<file path="src/sv/dqs_pkg.sv">
package dqs_pkg;

    localparam int DEPTH = 16;
    localparam int IDX_W = (DEPTH > 1) ? $clog2(DEPTH) : 1;
    localparam int CNT_W = IDX_W + 1;

    localparam logic [2:0] ACT_PUSH_FRONT = 3'd0;
    localparam logic [2:0] ACT_PUSH_BACK  = 3'd1;
    localparam logic [2:0] ACT_POP_FRONT  = 3'd2;
    localparam logic [2:0] ACT_POP_BACK   = 3'd3;
    localparam logic [2:0] ACT_SEARCH     = 3'd4;

    localparam logic [1:0] ST_OK        = 2'd0;
    localparam logic [1:0] ST_FULL      = 2'd1;
    localparam logic [1:0] ST_EMPTY     = 2'd2;
    localparam logic [1:0] ST_NOT_FOUND = 2'd3;

    typedef struct packed {
        logic [2:0]         action;
        logic signed [31:0] data_value;
    } cmd_t;

    typedef struct packed {
        logic [1:0]         status;
        logic [3:0]         found_position;
        logic signed [31:0] removed_value;
    } res_t;

    typedef struct packed {
        logic               wr_en;
        logic [IDX_W-1:0]   wr_addr;
        logic signed [31:0] wr_data;
        logic               rd_en;
        logic [IDX_W-1:0]   rd_addr;
    } store_req_t;

    // Slot that lies off entries behind base in the circular store.
    // The caller keeps off below DEPTH, so one conditional subtract wraps it.
    function automatic logic [IDX_W-1:0] slot_add(input logic [IDX_W-1:0] base,
                                                  input logic [CNT_W-1:0] off);
        logic [CNT_W:0] sum;
        sum = (CNT_W+1)'(base) + (CNT_W+1)'(off);
        if (sum >= (CNT_W+1)'(DEPTH))
        begin
            sum = sum - (CNT_W+1)'(DEPTH);
        end
        return sum[IDX_W-1:0];
    endfunction

endpackage

</file>
<file path="src/sv/dqs_store.sv">
module dqs_store
    import dqs_pkg::*;
(
    input  logic               clk,
    input  store_req_t         req,
    output logic signed [31:0] rd_data
);

    logic signed [31:0] mem [DEPTH];
    logic signed [31:0] rd_data_reg;

    always_ff @(posedge clk)
    begin
        if (req.wr_en)
        begin
            mem[req.wr_addr] <= req.wr_data;
        end
        if (req.rd_en)
        begin
            rd_data_reg <= mem[req.rd_addr];
        end
    end

    assign rd_data = rd_data_reg;

endmodule

</file>
<file path="src/sv/deque_with_search.sv">
// Channel   Direction  Transfer when        Payload
// command   in         start && !busy      cmd    (action, data_value)
// result    out        done                result (status, found_position, removed_value)
//
// Pushes, unused action codes and every refused action show their result in the
// cycle after the transfer and leave busy low, so a new command may follow at once.
// A pop passes through S_POP for the registered read of the entry store.
// A search reads one entry per cycle through the single read port and one
// comparator, from the front, and stops at the first match or the last entry.
// Reset clears the state, done, the front pointer and the count only; the store needs no clearing.
// The receiver cannot stall: done is high for one cycle per command.
module deque_with_search
    import dqs_pkg::*;
(
    input  logic clk,
    input  logic rst_n,
    input  logic start,
    input  cmd_t cmd,
    output logic busy,
    output logic done,
    output res_t result
);

    typedef enum logic [2:0] {
        S_IDLE = 3'b001,
        S_POP  = 3'b010,
        S_SCAN = 3'b100
    } state_t;

    state_t             state_reg, state_next;
    logic [IDX_W-1:0]   front_reg, front_next;
    logic [CNT_W-1:0]   count_reg, count_next;
    logic [IDX_W-1:0]   pos_reg, pos_next;
    logic [IDX_W-1:0]   scan_addr_reg, scan_addr_next;
    logic signed [31:0] value_reg, value_next;
    logic               done_reg, done_next;
    res_t               result_reg, result_next;
    store_req_t         req;
    logic signed [31:0] rd_data;
    logic               is_full;
    logic               is_empty;

    dqs_store u_store (
        .clk     (clk),
        .req     (req),
        .rd_data (rd_data)
    );

    assign is_full  = (count_reg == CNT_W'(DEPTH));
    assign is_empty = (count_reg == '0);

    always_comb
    begin
        state_next     = state_reg;
        front_next     = front_reg;
        count_next     = count_reg;
        pos_next       = pos_reg;
        scan_addr_next = scan_addr_reg;
        value_next     = value_reg;
        done_next      = 1'b0;
        result_next    = result_reg;
        req            = '0;

        unique case (state_reg)
            S_IDLE:
            begin
                if (start)
                begin
                    value_next  = cmd.data_value;
                    done_next   = 1'b1;
                    result_next = '{status: ST_OK, found_position: '0, removed_value: '0};
                    case (cmd.action)
                        ACT_PUSH_FRONT:
                        begin
                            if (is_full)
                            begin
                                result_next.status = ST_FULL;
                            end
                            else
                            begin
                                front_next  = slot_add(front_reg, CNT_W'(DEPTH - 1));
                                req.wr_en   = 1'b1;
                                req.wr_addr = front_next;
                                req.wr_data = cmd.data_value;
                                count_next  = count_reg + 1'b1;
                            end
                        end
                        ACT_PUSH_BACK:
                        begin
                            if (is_full)
                            begin
                                result_next.status = ST_FULL;
                            end
                            else
                            begin
                                req.wr_en   = 1'b1;
                                req.wr_addr = slot_add(front_reg, count_reg);
                                req.wr_data = cmd.data_value;
                                count_next  = count_reg + 1'b1;
                            end
                        end
                        ACT_POP_FRONT:
                        begin
                            if (is_empty)
                            begin
                                result_next.status = ST_EMPTY;
                            end
                            else
                            begin
                                req.rd_en   = 1'b1;
                                req.rd_addr = front_reg;
                                front_next  = slot_add(front_reg, CNT_W'(1));
                                count_next  = count_reg - 1'b1;
                                done_next   = 1'b0;
                                state_next  = S_POP;
                            end
                        end
                        ACT_POP_BACK:
                        begin
                            if (is_empty)
                            begin
                                result_next.status = ST_EMPTY;
                            end
                            else
                            begin
                                req.rd_en   = 1'b1;
                                req.rd_addr = slot_add(front_reg, count_reg - 1'b1);
                                count_next  = count_reg - 1'b1;
                                done_next   = 1'b0;
                                state_next  = S_POP;
                            end
                        end
                        ACT_SEARCH:
                        begin
                            if (is_empty)
                            begin
                                result_next.status = ST_NOT_FOUND;
                            end
                            else
                            begin
                                req.rd_en      = 1'b1;
                                req.rd_addr    = front_reg;
                                scan_addr_next = front_reg;
                                pos_next       = '0;
                                done_next      = 1'b0;
                                state_next     = S_SCAN;
                            end
                        end
                        default:
                        begin
                            // Unused action codes give a plain ok result.
                        end
                    endcase
                end
            end
            S_POP:
            begin
                done_next   = 1'b1;
                result_next = '{status: ST_OK, found_position: '0, removed_value: rd_data};
                state_next  = S_IDLE;
            end
            S_SCAN:
            begin
                // rd_data holds the entry at position pos_reg from the front.
                if (rd_data == value_reg)
                begin
                    done_next   = 1'b1;
                    result_next = '{status: ST_OK, found_position: 4'(pos_reg),
                                    removed_value: '0};
                    state_next  = S_IDLE;
                end
                else if ((CNT_W'(pos_reg) + 1'b1) == count_reg)
                begin
                    done_next   = 1'b1;
                    result_next = '{status: ST_NOT_FOUND, found_position: '0,
                                    removed_value: '0};
                    state_next  = S_IDLE;
                end
                else
                begin
                    pos_next       = pos_reg + 1'b1;
                    scan_addr_next = slot_add(scan_addr_reg, CNT_W'(1));
                    req.rd_en      = 1'b1;
                    req.rd_addr    = scan_addr_next;
                end
            end
            default:
            begin
                state_next = S_IDLE;
            end
        endcase
    end

    always_ff @(posedge clk or negedge rst_n)
    begin
        if (!rst_n)
        begin
            state_reg <= S_IDLE;
            front_reg <= '0;
            count_reg <= '0;
            done_reg  <= 1'b0;
        end
        else
        begin
            state_reg <= state_next;
            front_reg <= front_next;
            count_reg <= count_next;
            done_reg  <= done_next;
        end
    end

    always_ff @(posedge clk)
    begin
        pos_reg       <= pos_next;
        scan_addr_reg <= scan_addr_next;
        value_reg     <= value_next;
        result_reg    <= result_next;
    end

    assign busy   = (state_reg != S_IDLE);
    assign done   = done_reg;
    assign result = result_reg;

endmodule

</file>
<file path="config.mk">
export PLATFORM = sky130hd
export DESIGN_NAME = deque_with_search
export DESIGN_NICKNAME = d
export VERILOG_FILES = /design/src/sv/dqs_pkg.sv /design/src/sv/dqs_store.sv /design/src/sv/deque_with_search.sv
export SDC_FILE = /design/constraint.sdc
export NUM_CORES = 1
export LEC_CHECK = 0
export BUFFER_PORTS_ARGS = -buffer_cell sky130_fd_sc_hd__buf_2
export CAP_MARGIN = 20
export CORE_UTILIZATION = 45
export DETAILED_ROUTE_END_ITERATION = 10
export PLACE_DENSITY = 0.64
export SYNTH_ARGS = -nofsm -noshare
export SYNTH_HDL_FRONTEND = slang
export SYNTH_SLANG_ARGS = --single-unit
</file>
<file path="constraint.sdc">
create_clock -name clk -period 4.4 [get_ports clk]
set_input_delay 0.44 -clock clk [delete_from_list [all_inputs] [get_ports clk]]
set_output_delay 0.44 -clock clk [all_outputs]
set_load 0.02 [all_outputs]
</file>
==> impl_metrics.toml, run 1 <==
[worst_setup_path]
end_kind = "register"
critPathLaunchType = "register"
crit_type = "register to register"
worstPathArrival_ps = 4680
crit_required_ps = 4870
crit_fanout = 12
r2r_slack_ps = 180

[detailed_routing]
drt_first_iter_violations = 1589
ant_nets = 0
drc = 0
routed_via_density = 5.90
num_vias = 13978
wl_per_cell_um = 27.4
firstDrtPassIters = 7
wl_um = 64900

[layout]
drive_above_1_share_pct = 23.8
num_antenna_cells = 0
mostFrequentLayoutCell = "edfxtp_1"
nets = 1617
syn_to_final_growth_pct = 15.3
fin_util_pct = 52.6
largest_reg_flops = 512
layout_common_cells = "edfxtp_1 (622), mux4_2 (81), buf_2 (77), clkbuf_16 (67), nand2_1 (65)"
stdcell_count = 2371

[clock_network]
cts_buffers = 66
htreeDepth = 3
tritoncts = "done"
clk_path_buf_depth = 3
clk_latency_ps = 610
cts_sinks = 635
root_buffer = "clkbuf_16"
clkTransAtPathRegs_ps = 60
cts_setup_buffers = 0

[yosys]
netlist_area_mm2 = 0.0258
yosysTopAreaCellShare_pct = 72.5
synth.largest_area_cell = "edfxtp_1"
ys_ff_latch = 635
synthArstFlopShare_pct = 2.05
syn_area_per_cell_um2 = 18.0
synth_edf_count = 622
synthFlopType = "edfxtp_1"
ys_seq_area_share_pct = 73.8
synthTopCellsByArea = "edfxtp_1 (73%), mux4_2 (7.1%), mux2i_1 (1.8%)"
syn_inst = 1428
syn_nets = 1481
yosysWarnings = 0
yosys.cell_types.count = 62

[floorplanning]
dieHeight_um = 241
start_util_pct = 45.6
coreArea_mm2 = 0.0565
fp.dieW_um = 241
rows = 87
die_area_mm2 = 0.0582
ioPinCount = 78

[global_routing]
grt_pass1_wl_um = 94300
grt_max_degree = 41
grt_pass1_vias = 14049
grt_usage_pct = 22.9
overflow = 0
antenna_found_initial = 0

[timing]
finalMaxSlewViolations = 0
setup_ws_ps = 181
finalHoldViolations = 0
rsz0062_at_grt = "no"
tns_ps = 0
slew_headroom_pct = 26.3
worst_slew_pin_slew_ps = 1110
period_share_pct = 95.9
setup_viol = 0
whs_ps = 28.8
period_minus_slack_ps = 4220
fmax_mhz = 237
finClkSkew_ps = 27.0

[placed_design]
gp_congestion = 0.828
dp_cells = 2248
post-place-ws_ps = 267
dp_hpwl_um = 37300
portBuffers = 77

[power_and_ir_drop]
p_leak_nw = 10.2
power_density_mw_per_mm2 = 478
ir_worst_vdd_uv = 234

[job]
maxCapViolations = 0

[min_path]
hold_class = "input pin to register"

[outcome]
outcome = "complete, no violations"
[critical path: stages, from the launching register on]
cell and delay (ps):
edfxtp_1 400, xnor2_1 540, nand4_1 290, nor4_1 640
buf_4 240, a21o_1 300, o211ai_2 330, nor2_2 690
buf_4 390, a22oi_1 130, nand2_1 100
[power breakdown]
group	internal (W)	switching (W)
sequential	0.00688	0.000147
clock	0.00318	0.00230
combinational	0.000652	0.00103
[final timing paths]
path | startpoint | to | cells past startpoint
max | u_store.rd_data[22] | u_store.rd_data[5] | 10
min | cmd[10] | value_reg[10] | 1
max reg2reg | u_store.rd_data[22] | u_store.rd_data[5] | 10
min reg2reg | u_store.rd_data[10] | result[10] | 1
max in group asynchronous | rst_n | state_reg[0] | 2
min in group asynchronous | rst_n | count_reg[0] | 2
[what timing repair did]
action	4_1_cts	5_1_grt
hold buffers	4	0
resized for setup	0	0
hold endpoints to repair	15	0
setup endpoints to repair	0	0
[cells by family after synthesis]
kind of cell,synth area share [%]
AO/OA/AOI/OAI,6.64
XOR/XNOR,1.99
adder cells (fa/ha/maj),0.787
buffers and inverters,2.27
flip-flops,73.8
multiplexers,9.57
AND/OR/NAND/NOR,4.96
[synthesized netlist by cell type (6+ instances only)]
master / instances
a311oi_2: 10
inv_1: 35
a22oi_1: 41
a311oi_1: 25
a21oi_1: 21
mux2i_1: 46
buf_4: 7
xnor2_1: 49
nor2_1: 44
edfxtp_1: 622
mux4_2: 81
and3_1: 35
mux2_2: 16
dfrtp_1: 12
clkbuf_1: 49
nand2_1: 65
nor4_1: 9
o21ai_0: 9
buf_6: 6
o2111a_1: 11
o211ai_1: 57
o22a_1: 11
ha_1: 13
xor2_1: 7
nand3_1: 20
nand4_1: 10
and2_1: 42
buf_2: 16
[per-layer routing]
metal  vias up  global-route usage [%]  share of wire (%)
li1       6022                       -                  -
met1      7268                    31.7                 41
met2       594                    37.5                 49
met3        94                    3.22                7.4
met4         0                    7.35                2.4
met5         -                       0                  0
[layout make-up]
| class | count | area [µm²] |
|---|---|---|
| inverter | 35 | 131 |
| clock inverter | 34 | 354 |
| fill | 4440 | 26800 |
| timing repair buffer | 153 | 1170 |
| sequential | 635 | 19000 |
| tap | 756 | 946 |
| clock buffer | 85 | 1740 |
| multi-input combinational | 673 | 6350 |
[through the flow]
stage          power [W]  area [µm²]
5_1_grt           0.0146       29700
4_1_cts           0.0143       29700
3_3_place_gp     0.00880       27600
3_5_place_dp     0.00882       27600
6_report          0.0142       29700
2_1_floorplan    0.00822       25800
Note: power is estimated with default switching activity, not from simulation.
==> inputs of run 2 (changes only) <==
CORE_ASPECT_RATIO = 0.9   (was not set)
==> run 2 against run 1 <==
Combinational power decreased by 2%. Worst setup slack improved by 390 ps. Non-clock buffer count increased by 12. Routed wire length decreased by 3.3%. Count of clock-buffer cells in the layout decreased by 11. Register-to-register slack improved by 390 ps. Largest cell class unchanged.
==> impl_metrics.toml, run 2 (synthesis gave the netlist of run 1 again) <==
[clock_network]
cts_buffers = 60
clkTransAtPathRegs_ps = 60
tritoncts = "done"
htreeDepth = 2
cts_sinks = 635
clk_latency_ps = 640
root_buffer = "clkbuf_16"
cts_setup_buffers = 0
clk_path_buf_depth = 3

[power_and_ir_drop]
power_density_mw_per_mm2 = 471
power_frac_clock_pct = 37.9
power.internal_w = 0.0106
finalPower_w = 0.0140
p_sw_w = 0.00339
pwr-share-seq_pct = 50.4
p_leak_nw = 10.2
p_comb_share_pct = 11.7
p_sw_share_pct = 24.2
ir_worst_vdd_uv = 362

[global_routing]
antenna_found_initial = 1
grt_pass1_vias = 14086
grt_usage_pct = 21.9
overflow = 0
grt_max_degree = 59
grt_pass1_wl_um = 92600

[layout]
nFillCells = 4418
drive_above_1_share_pct = 23.1
mostFrequentLayoutCell = "edfxtp_1"
layout_common_cells = "edfxtp_1 (622), mux4_2 (81), buf_2 (77), nand2_1 (65), clkbuf_16 (62)"
nets = 1623
syn_to_final_growth_pct = 15.5
stdcell_count = 2375
largest_reg_flops = 512

[floorplanning]
start_util_pct = 45.9
ioPinCount = 78
fp.dieW_um = 254
die_area_mm2 = 0.0582
dieHeight_um = 229
coreArea_mm2 = 0.0561
rows = 82

[timing]
setup_viol = 0
tns_ps = 0
rsz0062_at_grt = "no"
finClkSkew_ps = 27.7
period_minus_slack_ps = 3830
fmax_mhz = 261
worst_slew_pin_slew_ps = 984
slew_headroom_pct = 34.4
period_share_pct = 87.1
finalHoldViolations = 0
finalMaxSlewViolations = 0

[detailed_routing]
wl_per_cell_um = 26.4
ant_nets = 0
wl_um = 62700
num_vias = 13996
firstDrtPassIters = 5
drc = 0
drt_first_iter_violations = 1557
routed_via_density = 5.89

[worst_setup_path]
worstPathArrival_ps = 4340
crit_required_ps = 4910
crit_type = "register to register"
end_kind = "register"
critPathLaunchType = "register"
crit_fanout = 11
r2r_slack_ps = 570

[placed_design]
portBuffers = 77
dp_hpwl_um = 36800
dp_cells = 2242
gp_congestion = 0.818

[job]
maxCapViolations = 0

[min_path]
hold_class = "input pin to register"

[outcome]
outcome = "complete, no violations"
-- run 2: through the flow --
step	instance area, µm²	hold WS, ps	worst slack [ps]	util, %
detailed placement	27500	357	618	49.0
global route	29700	24.1	349	53.0
CTS	29700	4.85	596	53.0
finish	29700	31.8	569	53.0
global placement	27500	352	625	49.0
floorplan	25800	144	121	-
-- run 2: repair_timing --
item                                   4_1_cts  5_1_grt
endpoints found under the hold margin       33        0
setup endpoints to repair                    0        0
hold buffers                                21        0
gates resized for setup                      0        0
-- run 2: power by group through the flow --
stage / Sequential (W) / Combinational, W / Clock (W)
after global routing: 0.00709 / 0.00178 / 0.00560
after global placement: 0.00719 / 0.00158 / 0
after floorplan: 0.00715 / 0.00107 / 0
after detailed placement: 0.00719 / 0.00161 / 0
after CTS: 0.00707 / 0.00164 / 0.00539
final: 0.00707 / 0.00164 / 0.00530
-- run 2: worst max-delay path: stages (launching register included) --
cell and delay [ps]:
edfxtp_1 450, ha_1 280, nor3b_1 150, o211a_1 220, o311a_1 390, a21o_1 260
buf_4 200, o21ai_2 520, nand2_1 470, o22a_1 300, a311oi_1 300, buf_4 160
-- run 2: path summary, 6_finish.rpt --
path | from | endpoint | cells after the start
max reg2reg | pos_reg[0] | u_store.rd_data[31] | 11
max in group asynchronous | rst_n | state_reg[0] | 2
max | pos_reg[0] | u_store.rd_data[31] | 11
min in group asynchronous | rst_n | done | 2
min reg2reg | u_store.rd_data[24] | result[24] | 1
min | cmd[15] | value_reg[15] | 1
-- run 2: final cells by class --
class | instances | area [µm²] | share of cell area (%)
flip-flops and latches | 635 | 19000 | 63.9
multi-input cells | 673 | 6340 | 21.3
clock buffers | 74 | 1600 | 5.37
repair buffers | 165 | 1310 | 4.41
well taps | 756 | 946 | 3.18
clock inverters | 36 | 412 | 1.38
inverters | 35 | 131 | 0.442
diodes | 1 | 2.50 | 0.00841
-- run 2: metal layers --
layer,up-vias,part of all wire (%),GRT usage [%]
met5,-,0,0
met4,0,2.0,5.69
met3,86,9.6,4.54
met2,646,46,32.9
met1,7231,43,32.7
li1,6033,-,-
